### config.mk
export PLATFORM = sky130hd
export DESIGN_NAME = lssa_div
export DESIGN_NICKNAME = d
export VERILOG_FILES = /design/src/sv/lssa_pkg.sv /design/src/sv/lssa_div.sv
export SDC_FILE = /design/constraint.sdc
export NUM_CORES = 1
export LEC_CHECK = 0
export BUFFER_PORTS_ARGS = -buffer_cell sky130_fd_sc_hd__clkbuf_2
export CAP_MARGIN = 15
export CORE_ASPECT_RATIO = 2
export CORE_UTILIZATION = 55
export CTS_CLUSTER_SIZE = 25
export DETAILED_ROUTE_END_ITERATION = 6
export PLACE_DENSITY = 0.85
export RECOVER_POWER = 25
export SLEW_MARGIN = 15
export SYNTH_ARGS = -nofsm -noshare
export SYNTH_HDL_FRONTEND = slang
export SYNTH_SLANG_ARGS = --single-unit
### constraint.sdc
create_clock -name clk -period 2.55 [get_ports clk]
set_input_delay 0.1275 -clock clk [delete_from_list [all_inputs] [get_ports clk]]
set_output_delay 0.1275 -clock clk [all_outputs]
set_load 0.03 [all_outputs]
### src/sv/lssa_pkg.sv
// ----------------------------------------------------------------------------
// lssa_pkg
// Types and constants shared by the LED strip segment animator.
// ----------------------------------------------------------------------------
package lssa_pkg;

  localparam int STRIP_PIXELS  = 64;
  localparam int TABLE_DEPTH   = 64;
  localparam int FRAME_RATE    = 30;
  localparam int MS_PER_SECOND = 1000;
  localparam int DURATION_MAX  = 2047;

  localparam int DUR_W     = 11;
  localparam int LEN_W     = 7;
  localparam int OFF_W     = 7;
  localparam int SEG_AW    = (TABLE_DEPTH > 1) ? $clog2(TABLE_DEPTH) : 1;
  localparam int CNT_W     = $clog2(TABLE_DEPTH + 1);
  localparam int DIV_NUM_W = 21;
  localparam int DIV_DEN_W = 11;
  localparam int SEG_W     = 24 + DUR_W + LEN_W + 1;

  // Milliseconds to frames by reciprocal multiplication.
  localparam int MS_PROD_W   = 16 + $clog2(FRAME_RATE + 1);
  localparam int MS_SHIFT    = MS_PROD_W + $clog2(MS_PER_SECOND);
  localparam int MS_RECIP_W  = MS_SHIFT - $clog2(MS_PER_SECOND) + 1;
  localparam int MS_SCALED_W = MS_PROD_W + MS_RECIP_W;
  localparam longint unsigned MS_RECIP =
    ((64'd1 << MS_SHIFT) + MS_PER_SECOND - 1) / MS_PER_SECOND;

  typedef logic [23:0] color_t;

  typedef enum logic [1:0] {
    ACT_TICK   = 2'd0,
    ACT_CLEAR  = 2'd1,
    ACT_APPEND = 2'd2,
    ACT_UNUSED = 2'd3
  } action_t;

  typedef struct packed {
    logic shift;
    logic rotate;
  } cell_ctrl_t;

endpackage

### src/sv/lssa_div.sv
// ----------------------------------------------------------------------------
// lssa_div
// Restoring divider, one quotient bit per cycle.
// ----------------------------------------------------------------------------
module lssa_div (
  input  logic                           clk,
  input  logic                           rst,
  input  logic                           start,
  input  logic [lssa_pkg::DIV_NUM_W-1:0] num,
  input  logic [lssa_pkg::DIV_DEN_W-1:0] den,
  output logic                           done,
  output logic [lssa_pkg::DIV_NUM_W-1:0] quot
);
  import lssa_pkg::*;

  localparam int CW = $clog2(DIV_NUM_W + 1);

  logic                 busy;
  logic [CW-1:0]        cnt;
  logic [DIV_NUM_W-1:0] work;
  logic [DIV_DEN_W-1:0] rem;
  logic [DIV_DEN_W-1:0] dreg;
  logic [DIV_DEN_W:0]   rem_sh;
  logic [DIV_DEN_W+1:0] diff;
  logic                 ge;

  assign rem_sh = {rem, work[DIV_NUM_W-1]};
  assign diff   = {1'b0, rem_sh} - {2'b00, dreg};
  assign ge     = ~diff[DIV_DEN_W+1];
  assign quot   = work;

  always_ff @(posedge clk) begin
    if (rst) begin
      busy <= 1'b0;
      done <= 1'b0;
      cnt  <= '0;
    end else begin
      done <= 1'b0;
      if (start) begin
        busy <= 1'b1;
        cnt  <= CW'(DIV_NUM_W);
        work <= num;
        rem  <= '0;
        dreg <= den;
      end else if (busy) begin
        work <= {work[DIV_NUM_W-2:0], ge};
        rem  <= ge ? diff[DIV_DEN_W-1:0] : rem_sh[DIV_DEN_W-1:0];
        cnt  <= cnt - 1'b1;
        if (cnt == CW'(1)) begin
          busy <= 1'b0;
          done <= 1'b1;
        end
      end
    end
  end

endmodule

==> qor.csv <==
stage,metric,value,unit
status,status,finished clean,
timing,fin_crit,2.46,ns
grt,grt_pass1_wl,9670,um
synth,syn-cell-area,2730,um^2
synth,synth_warnings,0,
synth,synth_cell_types,42,
floorplanning,num_io_pins,57,
place,port_buffers,56,
worst_setup_path,path_class,register to register,
synth,syn_avg_cell_area,11.8,um^2
clock_network,cts_resized,0,
floorplanning,rows,35,
worst_setup_path,reg2reg_to,rem[7],
clock_network,cts_sinks,50,
cells_and_area,finalNetCount,347,
drt,postRouteWirelength,6040,um
clock_network,postCtsHoldBufs,10,
floorplanning,core,4690,um^2
timing,hold_viol,0,
grt,grt_util_all_layers,0.256,
synth,synth-edff-count,43,
hold_path,hold_start,rst,
timing,slew_headroom,0.584,
place,routabilityCongestion,0.898,
worst_setup_path,cp.required,2.67,ns
synth,synth_cells,232,
grt,grt_pass1_vias,2169,
timing,tightest_slew,0.624,ns
worst_setup_path,cp_max_fo,10,
worst_setup_path,critical-path-max-stage-delay,0.42,ns
worst_setup_path,reg2reg_slack,0.09,ns
hold_path,hold_path_class,input port to register,
cells_and_area,fin_util,0.695,
synth,ys_ff_latch,50,
worst_setup_path,critical_path_arrival,2.58,ns
clock_network,root_buffer,clkbuf_8,
drt,vias_per_cell,5.84,
worst_setup_path,crit_chain,"inv_1, ha_1, fa_1, nor2b_1, o31a_2, o211a_1, nor3_1, a311oi_1",
timing,fin_tns_setup,0,ns
power,p_per_area,638,nW/um^2
grt,grt_remaining_overflow,0,
drt,vias,2068,
timing,finalMaxSlewViolations,0,
cells_and_area,drive_gt1_frac,0.288,
cells_and_area,syn2layout_area_growth,19.4,%
synth,async_reset_ff_frac,0,
timing,setup_viol,0,
drt,drt-initial-drc-count,60,
clock_network,cts_tree,done,
clock_network,clockBufferDepth,2,
floorplanning,dieArea,5260,um^2
floorplanning,die_x,51.8,um
synth,synthFlopType,edfxtp_1,
worst_setup_path,r2r_start,quot[20],
worst_setup_path,cp-start-kind,register,
grt,grt_antenna_before_repair,0,
power,p_leak,1.31,nW
floorplanning,die_y,102,um
cells_and_area,insertedDiodeCount,0,
synth,yosysSeqAreaShare,0.525,
worst_setup_path,reg2reg_depth,8,
timing,max_freq,0.407,GHz
floorplanning,initial_core_util,0.582,
drt,avgRoutedWirePerCell,17.1,um
worst_setup_path,critical_path.slowest_cell,fa_1,
clock_network,clk_pin_slew,0.09,ns
clock_network,postCtsSetupBuffers,0,
place,post-dp-hpwl,4100,um
timing,fin_crit_sh,0.964,
power,ir_drop,0.647,mV
cells_and_area,fill_cells,329,
clock_network,htree_levels,2,
hold_path,hold_depth,2,
synth,syn_nets,281,
clock_network,insertion_delay,0.32,ns
timing,finalClockSkew,0.0130,ns
job,maxCapViolCount,0,
clock_network,cts_buffers,5,
drt,antenna_left,0,
worst_setup_path,endpoint_kind,register,
drt,dr.pass1.iters,4,
drt,drc,0,
timing,rsz0062_at_grt,false,
hold_path,min_to,cnt[4],
grt,grt_max_degree,30,
-- synthesized netlist by cell type, drive strengths merged (4+ instances only) --
| library cell | count | share of area |
|---|---|---|
| o211ai | 4 | 0.016 |
| a211oi | 4 | 0.011 |
| nand3 | 7 | 0.013 |
| buf | 9 | 0.022 |
| xnor2 | 5 | 0.016 |
| nor2b | 7 | 0.016 |
| o21a | 5 | 0.014 |
| nor2 | 21 | 0.029 |
| ha | 13 | 0.060 |
| inv | 16 | 0.022 |
| mux2 | 21 | 0.087 |
| dfxtp | 7 | 0.051 |
| nor3 | 8 | 0.015 |
| o21ai | 11 | 0.020 |
| edfxtp | 43 | 0.47 |
| a21oi | 14 | 0.026 |
| nand2 | 5 | 0.0096 |
-- kinds of logic after synthesis --
family | after synthesis | share of synthesized area
AO/OA/AOI/OAI | 52 | 0.135
XOR/XNOR | 8 | 0.0257
adder cells (fa/ha/maj) | 14 | 0.0670
buffers and inverters | 28 | 0.0482
flip-flops | 50 | 0.525
multiplexers | 22 | 0.0904
AND/OR/NAND/NOR | 58 | 0.109
-- power breakdown --
group / total (W) / internal, W / switching, W / leakage [nW]
clock: 0.000550 / 0.000290 / 0.000260 / 0.0528
sequential: 0.00100 / 0.000967 / 0.0000356 / 0.468
combinational: 0.000524 / 0.000219 / 0.000305 / 0.785
-- critical path, delay by kind of cell (launching register included) --
kind | cells | cell delay, ns
AO/OA/AOI/OAI | 3 | 0.92
buffers and inverters | 1 | 0.05
flip-flops | 1 | 0.37
adder cells (fa/ha/maj) | 2 | 0.63
AND/OR/NAND/NOR | 2 | 0.29
-- area by class of cell --
class / instances / area, um^2 / share of cell area
well taps: 55 / 68.8 / 0.0211
clock inverters: 2 / 33.8 / 0.0104
repair buffers: 71 / 422 / 0.130
inverters: 16 / 60.1 / 0.0184
multi-input cells: 154 / 1170 / 0.359
flip-flops and latches: 50 / 1430 / 0.440
clock buffers: 6 / 72.6 / 0.0223
-- registers in the layout, summed over array words and instances (netlist names) --
register and count:
done 1, quot 21, rem 11, busy 1, cnt 5, dreg 11
-- through the flow --
step                hold WS [ns]  setup WS, ns  cells  area [um^2]  power, W
floorplan                  0.226         0.169    232         2730   0.00139
global placement           0.304         0.297    335         3050   0.00151
detailed placement         0.307         0.212    335         3050   0.00152
CTS                    0.0000466         0.130    353         3260   0.00208
global route              0.0977        0.0176    354         3260   0.00217
finish                     0.103        0.0922    354         3260   0.00208
-- how the worst max path moves through the flow --
stage | cells after the start | endpoint | start | slack (ns)
global placement | 8 | rem[9] | quot[20] | 0.30
floorplan | 3 | quot[0] | busy | 0.17
detailed placement | 8 | rem[1] | quot[20] | 0.21
global route | 8 | rem[1] | quot[20] | 0.02
finish | 8 | rem[7] | quot[20] | 0.09
CTS | 8 | rem[7] | quot[20] | 0.13
-- layout by cell type, fill, tap and decap left out, types with 2 or more instances in the layout --
| master | netlist | routed |
|---|---|---|
| o211ai_1 | 3 | 3 |
| o21a_1 | 5 | 5 |
| nor3_1 | 8 | 8 |
| nor2_1 | 21 | 20 |
| ha_1 | 13 | 13 |
| nand3_1 | 7 | 7 |
| dfxtp_1 | 7 | 7 |
| xor2_1 | 3 | 3 |
| clkbuf_1 | 3 | 8 |
| o21ai_0 | 5 | 5 |
| clkbuf_8 | 0 | 5 |
| clkbuf_2 | 0 | 50 |
| nor2b_1 | 7 | 7 |
| o21ai_1 | 6 | 6 |
| dlygate4sd3_1 | 0 | 11 |
| xnor2_1 | 5 | 5 |
| a211oi_1 | 4 | 4 |
| mux2_2 | 21 | 21 |
| nand2_1 | 4 | 4 |
| o31ai_1 | 2 | 2 |
| nor3b_1 | 3 | 3 |
| edfxtp_1 | 43 | 43 |
| inv_1 | 16 | 16 |
| o311ai_0 | 3 | 3 |
| buf_4 | 0 | 2 |
| a311oi_1 | 3 | 3 |
| a21oi_1 | 14 | 14 |
| and2_1 | 2 | 2 |
-- layer usage --
| layer | track usage | share of wire | vias to the layer above | routed length, um |
|---|---|---|---|---|
| met5 | 0 | 0 | - | 0 |
| met4 | 0.146 | 0.041 | 0 | 249 |
| met3 | 0.0480 | 0.041 | 22 | 247 |
| met2 | 0.463 | 0.56 | 72 | 3400 |
| met1 | 0.265 | 0.35 | 982 | 2140 |
| li1 | - | - | 992 | - |
Note: power is estimated with default switching activity, not from simulation.
