$ cat src/sv/lssa_pkg.sv
// ----------------------------------------------------------------------------
// lssa_pkg
// Types and constants shared by the LED strip segment animator.
// ----------------------------------------------------------------------------
package lssa_pkg;

  localparam int STRIP_PIXELS  = 64;
  localparam int TABLE_DEPTH   = 64;
  localparam int FRAME_RATE    = 30;
  localparam int MS_PER_SECOND = 1000;
  localparam int DURATION_MAX  = 2047;

  localparam int DUR_W     = 11;
  localparam int LEN_W     = 7;
  localparam int OFF_W     = 7;
  localparam int SEG_AW    = (TABLE_DEPTH > 1) ? $clog2(TABLE_DEPTH) : 1;
  localparam int CNT_W     = $clog2(TABLE_DEPTH + 1);
  localparam int DIV_NUM_W = 21;
  localparam int DIV_DEN_W = 11;
  localparam int SEG_W     = 24 + DUR_W + LEN_W + 1;

  // Milliseconds to frames by reciprocal multiplication.
  localparam int MS_PROD_W   = 16 + $clog2(FRAME_RATE + 1);
  localparam int MS_SHIFT    = MS_PROD_W + $clog2(MS_PER_SECOND);
  localparam int MS_RECIP_W  = MS_SHIFT - $clog2(MS_PER_SECOND) + 1;
  localparam int MS_SCALED_W = MS_PROD_W + MS_RECIP_W;
  localparam longint unsigned MS_RECIP =
    ((64'd1 << MS_SHIFT) + MS_PER_SECOND - 1) / MS_PER_SECOND;

  typedef logic [23:0] color_t;

  typedef enum logic [1:0] {
    ACT_TICK   = 2'd0,
    ACT_CLEAR  = 2'd1,
    ACT_APPEND = 2'd2,
    ACT_UNUSED = 2'd3
  } action_t;

  typedef struct packed {
    logic shift;
    logic rotate;
  } cell_ctrl_t;

endpackage

$ cat src/sv/lssa_cell.sv
// ----------------------------------------------------------------------------
// lssa_cell
// One pixel of the strip store; shifts outward or rotates inward.
// ----------------------------------------------------------------------------
module lssa_cell (
  input  logic                 clk,
  input  logic                 rst,
  input  lssa_pkg::cell_ctrl_t ctrl,
  input  lssa_pkg::color_t     shift_in,
  input  lssa_pkg::color_t     rot_in,
  output lssa_pkg::color_t     pix
);
  import lssa_pkg::*;

  always_ff @(posedge clk) begin
    if (rst) begin
      pix <= '0;
    end else if (ctrl.shift) begin
      pix <= shift_in;
    end else if (ctrl.rotate) begin
      pix <= rot_in;
    end
  end

endmodule

$ cat config.mk
export PLATFORM = sky130hd
export DESIGN_NAME = lssa_cell
export DESIGN_NICKNAME = d
export VERILOG_FILES = /design/src/sv/lssa_pkg.sv /design/src/sv/lssa_cell.sv
export SDC_FILE = /design/constraint.sdc
export NUM_CORES = 1
export LEC_CHECK = 0
export ABC_AREA = 1
export BUFFER_PORTS_ARGS = -buffer_cell sky130_fd_sc_hd__buf_2
export CAP_MARGIN = 10
export CORE_MARGIN = 5
export CORE_UTILIZATION = 42
export CTS_CLUSTER_DIAMETER = 120
export DETAILED_ROUTE_END_ITERATION = 7
export HOLD_SLACK_MARGIN = 0.03
export PLACE_DENSITY = 0.79
export SYNTH_ARGS = -nofsm -noshare
export SYNTH_HDL_FRONTEND = slang
export SYNTH_SLANG_ARGS = --single-unit
$ cat constraint.sdc
create_clock -name clk -period 1 [get_ports clk]
set_clock_uncertainty 0.05 [all_clocks]
set_input_delay 0.05 -clock clk [delete_from_list [all_inputs] [get_ports clk]]
set_output_delay 0.05 -clock clk [all_outputs]
set_load 0.05 [all_outputs]
==> results of run 1 <==
## power by group
group | internal (µW) | leakage (µW) | total, µW | switching [µW]
registers | 1030 | 0.000205 | 1080 | 51.2
logic | 410 | 0.00105 | 893 | 482
clock network | 222 | 0.0000210 | 506 | 284
## timing repair
action / 4_1_cts / 5_1_grt
gates resized for setup: 26 / 40
endpoints found under the setup margin: 24 / 22
hold buffers: 47 / 0
endpoints found under the hold margin: 24 / 0
buffers inserted: 0 / 0
## kinds of logic (layout without fill, tap and decap cells)
group                  after synthesis  in the layout  share of synthesized area [%]
buffers and inverters               38            159                          16.02
flip-flops                          24             24                          38.95
AND/OR/NAND/NOR                    121            121                          45.03
## cells in the mapped netlist, drive strengths merged
master and n:
nand3 48, nand2 72, nor2 1, buf 12, dfxtp 24, inv 26
## per-layer routing
metal  global-route usage [%]  routed length [µm]  up-vias
li1                         -                   -      804
met1                    23.70                1832      729
met2                    42.09                2506       79
met3                    6.130                 420        6
met4                    5.598                  34        0
met5                        0                   0        -
## worst paths after layout
kind / to / slack, ns / cells past startpoint
setup / recovery: pix[1] / 0.03 / 1
hold / removal: pix[21] / 0.05 / 5
setup reg to reg: pix[3] / 0.25 / 4
hold reg to reg: pix[22] / 0.50 / 4
## final cells by class
| type | instances | area, µm² | share of cell area, % |
|---|---|---|---|
| Timing Repair Buffer | 129 | 1066 | 46.30 |
| Multi-Input combinational cell | 121 | 555.5 | 24.13 |
| Sequential cell | 24 | 505.5 | 21.96 |
| Inverter | 26 | 100.1 | 4.348 |
| Tap cell | 31 | 38.79 | 1.685 |
| Clock buffer | 4 | 36.28 | 1.576 |
## per-stage QoR
stage | cells | setup WS (ns)
6_report | 335 | 0.03163
4_1_cts | 335 | 0.003688
3_3_place_gp | 284 | 0.1685
5_1_grt | 335 | 0.001310
2_1_floorplan | 183 | 0.03849
3_5_place_dp | 284 | 0.1576
==> reports/qor.yml, run 1 <==
outcome:
  status: "finished clean"
global_routing:
  grt_first_pass_wirelength_mm: 7.403
  grt_pass1_vias: 1659
  grt_max_degree: 25
  antenna_found_initial: 0
  grt_use_total_pct: 22.11
  overflow: 0
yosys:
  yosysWarnings: 0
  yosysUniqueCellTypes: 11
  yosys-top-cells-area: "dfxtp_1 (39%), nand3_1 (19%), nand2_1 (19%), inv_1 (7.6%), nand2_2 (5.1%)"
  synth_top_area_share_pct: 38.95
  syn_area_mm2: 0.001234
  synth_top_area_cell: "dfxtp_1"
  syn_inst: 183
  avgSynthCellArea_um2: 6.741
  synth-seq-cells: 24
  yosysSeqAreaShare_pct: 38.95
  syn-num-nets: 235
placement:
  dpl.hpwl_mm: 2.461
  portBuffers: 75
  gp_congestion: 0.6992
  place_area_mm2: 0.001628
timing:
  hold_ws_ns: 0.04556
  final_hold_viol_count: 0
  worstMarginPinSlew_ns: 0.2435
  period_share_pct: 96.84
  setup_viol: 0
  rsz0062_at_grt: "false"
  period_needed_ns: 0.9684
  drv_slew: 0
  finalSetupTns_ns: 0
  fmax_mhz: 1033
  slew_headroom_pct: 83.76
die:
  row_count: 19
  start_util_pct: 44.35
  ios: 76
  core-area_mm2: 0.002781
  die_x_um: 64.20
  dieArea_mm2: 0.004121
  fp.dieH_um: 64.20
clock_network:
  cts_root_buf: "clkbuf_4"
  cts.path.max_buffers: 2
  cts_tree: "yes"
  cts.sinks: 24
  clk_pin_slew_worst_paths_ns: 0.13
  htreeDepth: 1
  clk_latency_ns: 0.30
  numCtsBuffers: 3
final_layout:
  area_growth_pct: 86.61
  utilization_pct: 82.77
  registers.top_by_ff_count: "pix"
  largest_reg_flops: 24
  drive_above_1_share_pct: 38.82
  fin_nets: 357
  largest_registers: "pix (24)"
  layout_commonest_cell: "nand2_1"
  diodes: 0
  final_area_mm2: 0.002302
  mostFrequentLayoutCells: "nand2_1 (62), buf_2 (51), nand3_1 (48), dlygate4sd3_1 (47), inv_1 (25)"
  fill_cells: 179
drt:
  post_drt_via_cell_ratio: 4.830
  drt-wirelength-per-cell_um: 14.31
  ant_nets: 0
  drt_first_pass_iters: 5
  drcViolationCount: 0
  first_iter_violations: 72
  routed-via-count: 1618
  routed_wl_mm: 4.794
setup_path:
  path_buf_inv: 1
  path_cells: "buf_4"
  cpLargestDelayFamily: "flip-flops"
  r2r-start: "pix[3]"
  path_class: "flip-flop to output port"
  crit_arrival_ns: 0.87
  cp_slowest_cell: "dfxtp_1"
  cp-start-kind: "flip-flop"
  path_max_fanout: 2
  crit_path_start: "pix[1]"
  cp.required_ns: 0.90
  crit_path_end_kind: "output port"
  critPathMaxStageDelay_ns: 0.36
hold_path:
  hold_path_class: "input port to flip-flop"
  min_from: "rot_in[21]"
power:
  power_density_mw_per_mm2: 1078
  ir_drop_v: 0.0007997
  power.total_uw: 2481
  p_leak_uw: 0.001281
run:
  maxCapViolations: 0
(Power assumes the default switching activity.)
==> run 2: changes to the inputs <==
--- a/config.mk
+++ b/config.mk
@@ -13,7 +13,7 @@
 export CTS_CLUSTER_DIAMETER = 120
 export DETAILED_ROUTE_END_ITERATION = 7
 export HOLD_SLACK_MARGIN = 0.03
-export PLACE_DENSITY = 0.79
+export PLACE_DENSITY = 0.76
 export SYNTH_ARGS = -nofsm -noshare
 export SYNTH_HDL_FRONTEND = slang
 export SYNTH_SLANG_ARGS = --single-unit
==> run 2 against run 1 <==
  * Largest cell class unchanged
  * Largest power group unchanged
  * Cell count is 0.90% lower
  * Clock power is 36% higher
  * Design area is 0.49% lower
  * Sequential power hardly changed
  * Critical path depth stayed put
  * Total power is 6.2% higher
==> reports/qor.yml, run 2 (synthesized netlist as in run 1, its figures left out) <==
drt:
  first_iter_violations: 115
  top_layer: "met4"
  drt-wirelength-per-cell_um: 13.04
  dr_wl_met2_mm: 2.134
  wl_met3_um: 429
  ant_nets: 0
  post_drt_via_cell_ratio: 4.774
  drcViolationCount: 0
  routed-via-count: 1585
  drt_first_pass_iters: 4
  routed_wl_mm: 4.330
  m1WireLength_mm: 1.728
final_layout:
  drive_above_1_share_pct: 38.21
  diodes: 0
  fin_nets: 354
  registers.top_by_ff_count: "pix"
  mostFrequentLayoutCells: "nand2_1 (62), buf_2 (51), nand3_1 (48), dlygate4sd3_1 (47), inv_1 (25)"
  instances_no_fill: 332
  largest_registers: "pix (24)"
  area_growth_pct: 85.70
  largest_reg_flops: 24
  utilization_pct: 82.37
  layout_commonest_cell: "nand2_1"
  fill_cells: 174
power:
  p_leak_uw: 0.001271
  ir_drop_v: 0.0008247
  power_density_mw_per_mm2: 1150
hold_path:
  min_from: "rot_in[14]"
  hold_path_class: "input port to flip-flop"
  holdPathEnd: "pix[14]"
  worstHoldPathCells: 5
placement:
  gp_congestion: 0.7311
  dpl.cell_count: 281
  portBuffers: 75
  pre_cts_ws_ns: 0.008773
  dpl.hpwl_mm: 2.356
die:
  ios: 76
  row_count: 19
  dieArea_mm2: 0.004121
  start_util_pct: 44.35
  core-area_mm2: 0.002781
  die_x_um: 64.20
  fp.dieH_um: 64.20
setup_path:
  path_cells: "buf_6"
  cp-start-kind: "flip-flop"
  critPathMaxStageDelay_ns: 0.38
  crit_path_end_kind: "output port"
  rr_worst_depth: 4
  path_buf_inv: 1
  cpLargestDelayFamily: "flip-flops"
  cp_slowest_cell: "dfxtp_1"
  path_class: "flip-flop to output port"
  path_max_fanout: 2
  crit_arrival_ns: 0.85
  cp.required_ns: 0.90
  r2r-start: "pix[4]"
  rrSetupSlack_ns: 0.29
  reg2reg_to: "pix[4]"
timing:
  drv_slew: 0
  fin_ws_ns: 0.04869
  fmax_mhz: 1051
  period_needed_ns: 0.9513
  slew_headroom_pct: 73.04
  period_share_pct: 95.13
  worstMarginPinSlew_ns: 0.4044
  final_hold_viol_count: 0
  finalSetupTns_ns: 0
  rsz0062_at_grt: "false"
  setup_viol: 0
global_routing:
  grt_pass1_vias: 1533
  grt_max_degree: 25
  grt_use_total_pct: 20.16
  antenna_found_initial: 0
  overflow: 0
  grt_first_pass_wirelength_mm: 6.817
clock_network:
  cts.sinks: 24
  numCtsBuffers: 3
  cts_tree: "yes"
  htreeDepth: 1
  cts.path.max_buffers: 2
  clk_pin_slew_worst_paths_ns: 0.13
  cts_root_buf: "clkbuf_4"
  clk_latency_ns: 0.30
outcome:
  status: "finished clean"
run:
  maxCapViolations: 0
-- run 2: cell types whose count changed in the layout (fill, tap and decap cells not counted), sizes merged --
cell,change
buf,-3
bufinv,+1
clkbuf,-1
-- run 2: what timing repair did --
item                                   4_1_cts  5_1_grt
setup buffers                                0        0
endpoints found under the hold margin       24        0
hold buffers                                47        0
resized for setup                           30       38
gates cloned                                 0        0
setup endpoints to repair                   24       24
-- run 2: cell type report --
cell class | count | area (µm²) | area share (%)
Timing Repair Buffer | 126 | 1039 | 45.33
Multi-Input combinational cell | 121 | 555.5 | 24.25
Sequential cell | 24 | 505.5 | 22.06
Inverter | 26 | 100.1 | 4.369
Tap cell | 31 | 38.79 | 1.693
Clock inverter | 1 | 30.03 | 1.311
Clock buffer | 3 | 22.52 | 0.9831
-- run 2: report_power, final --
part,internal [µW],total [µW],switching (µW),leakage (µW)
registers,1030,1080,49.0,0.000205
clock network,405,688,284,0.0000279
logic,400,867,467,0.00104
total,1840,2640,800,0.00127
-- run 2: how the worst max path moves through the flow --
stage	slack, ns	endpoint	cells past startpoint	start
2_1_floorplan	0.04	pix[10]	4	pix[10]
3_3_place_gp	0.03	pix[7]	6	ctrl[1]
3_5_place_dp	0.009	pix[2]	6	ctrl[1]
4_1_cts	0.0008	pix[15]	1	pix[15]
5_1_grt	0.001	pix[22]	1	pix[22]
6_report	0.05	pix[22]	1	pix[22]
-- run 2: per-layer routing --
metal / vias up / global-route usage (%)
met3: 6 / 5.079
met4: 0 / 8.906
met5: - / 0
li1: 801 / -
met2: 74 / 36.31
met1: 704 / 22.06
-- run 2: stage by stage --
step	instance area (µm²)	total power, µW	hold slack [ns]
global placement	1593	1708	0.2927
CTS	2198	2594	0.03243
global route	2291	2771	0.05737
floorplan	1234	1527	0.1941
detailed placement	1593	1712	0.2995
finish	2291	2636	0.04137
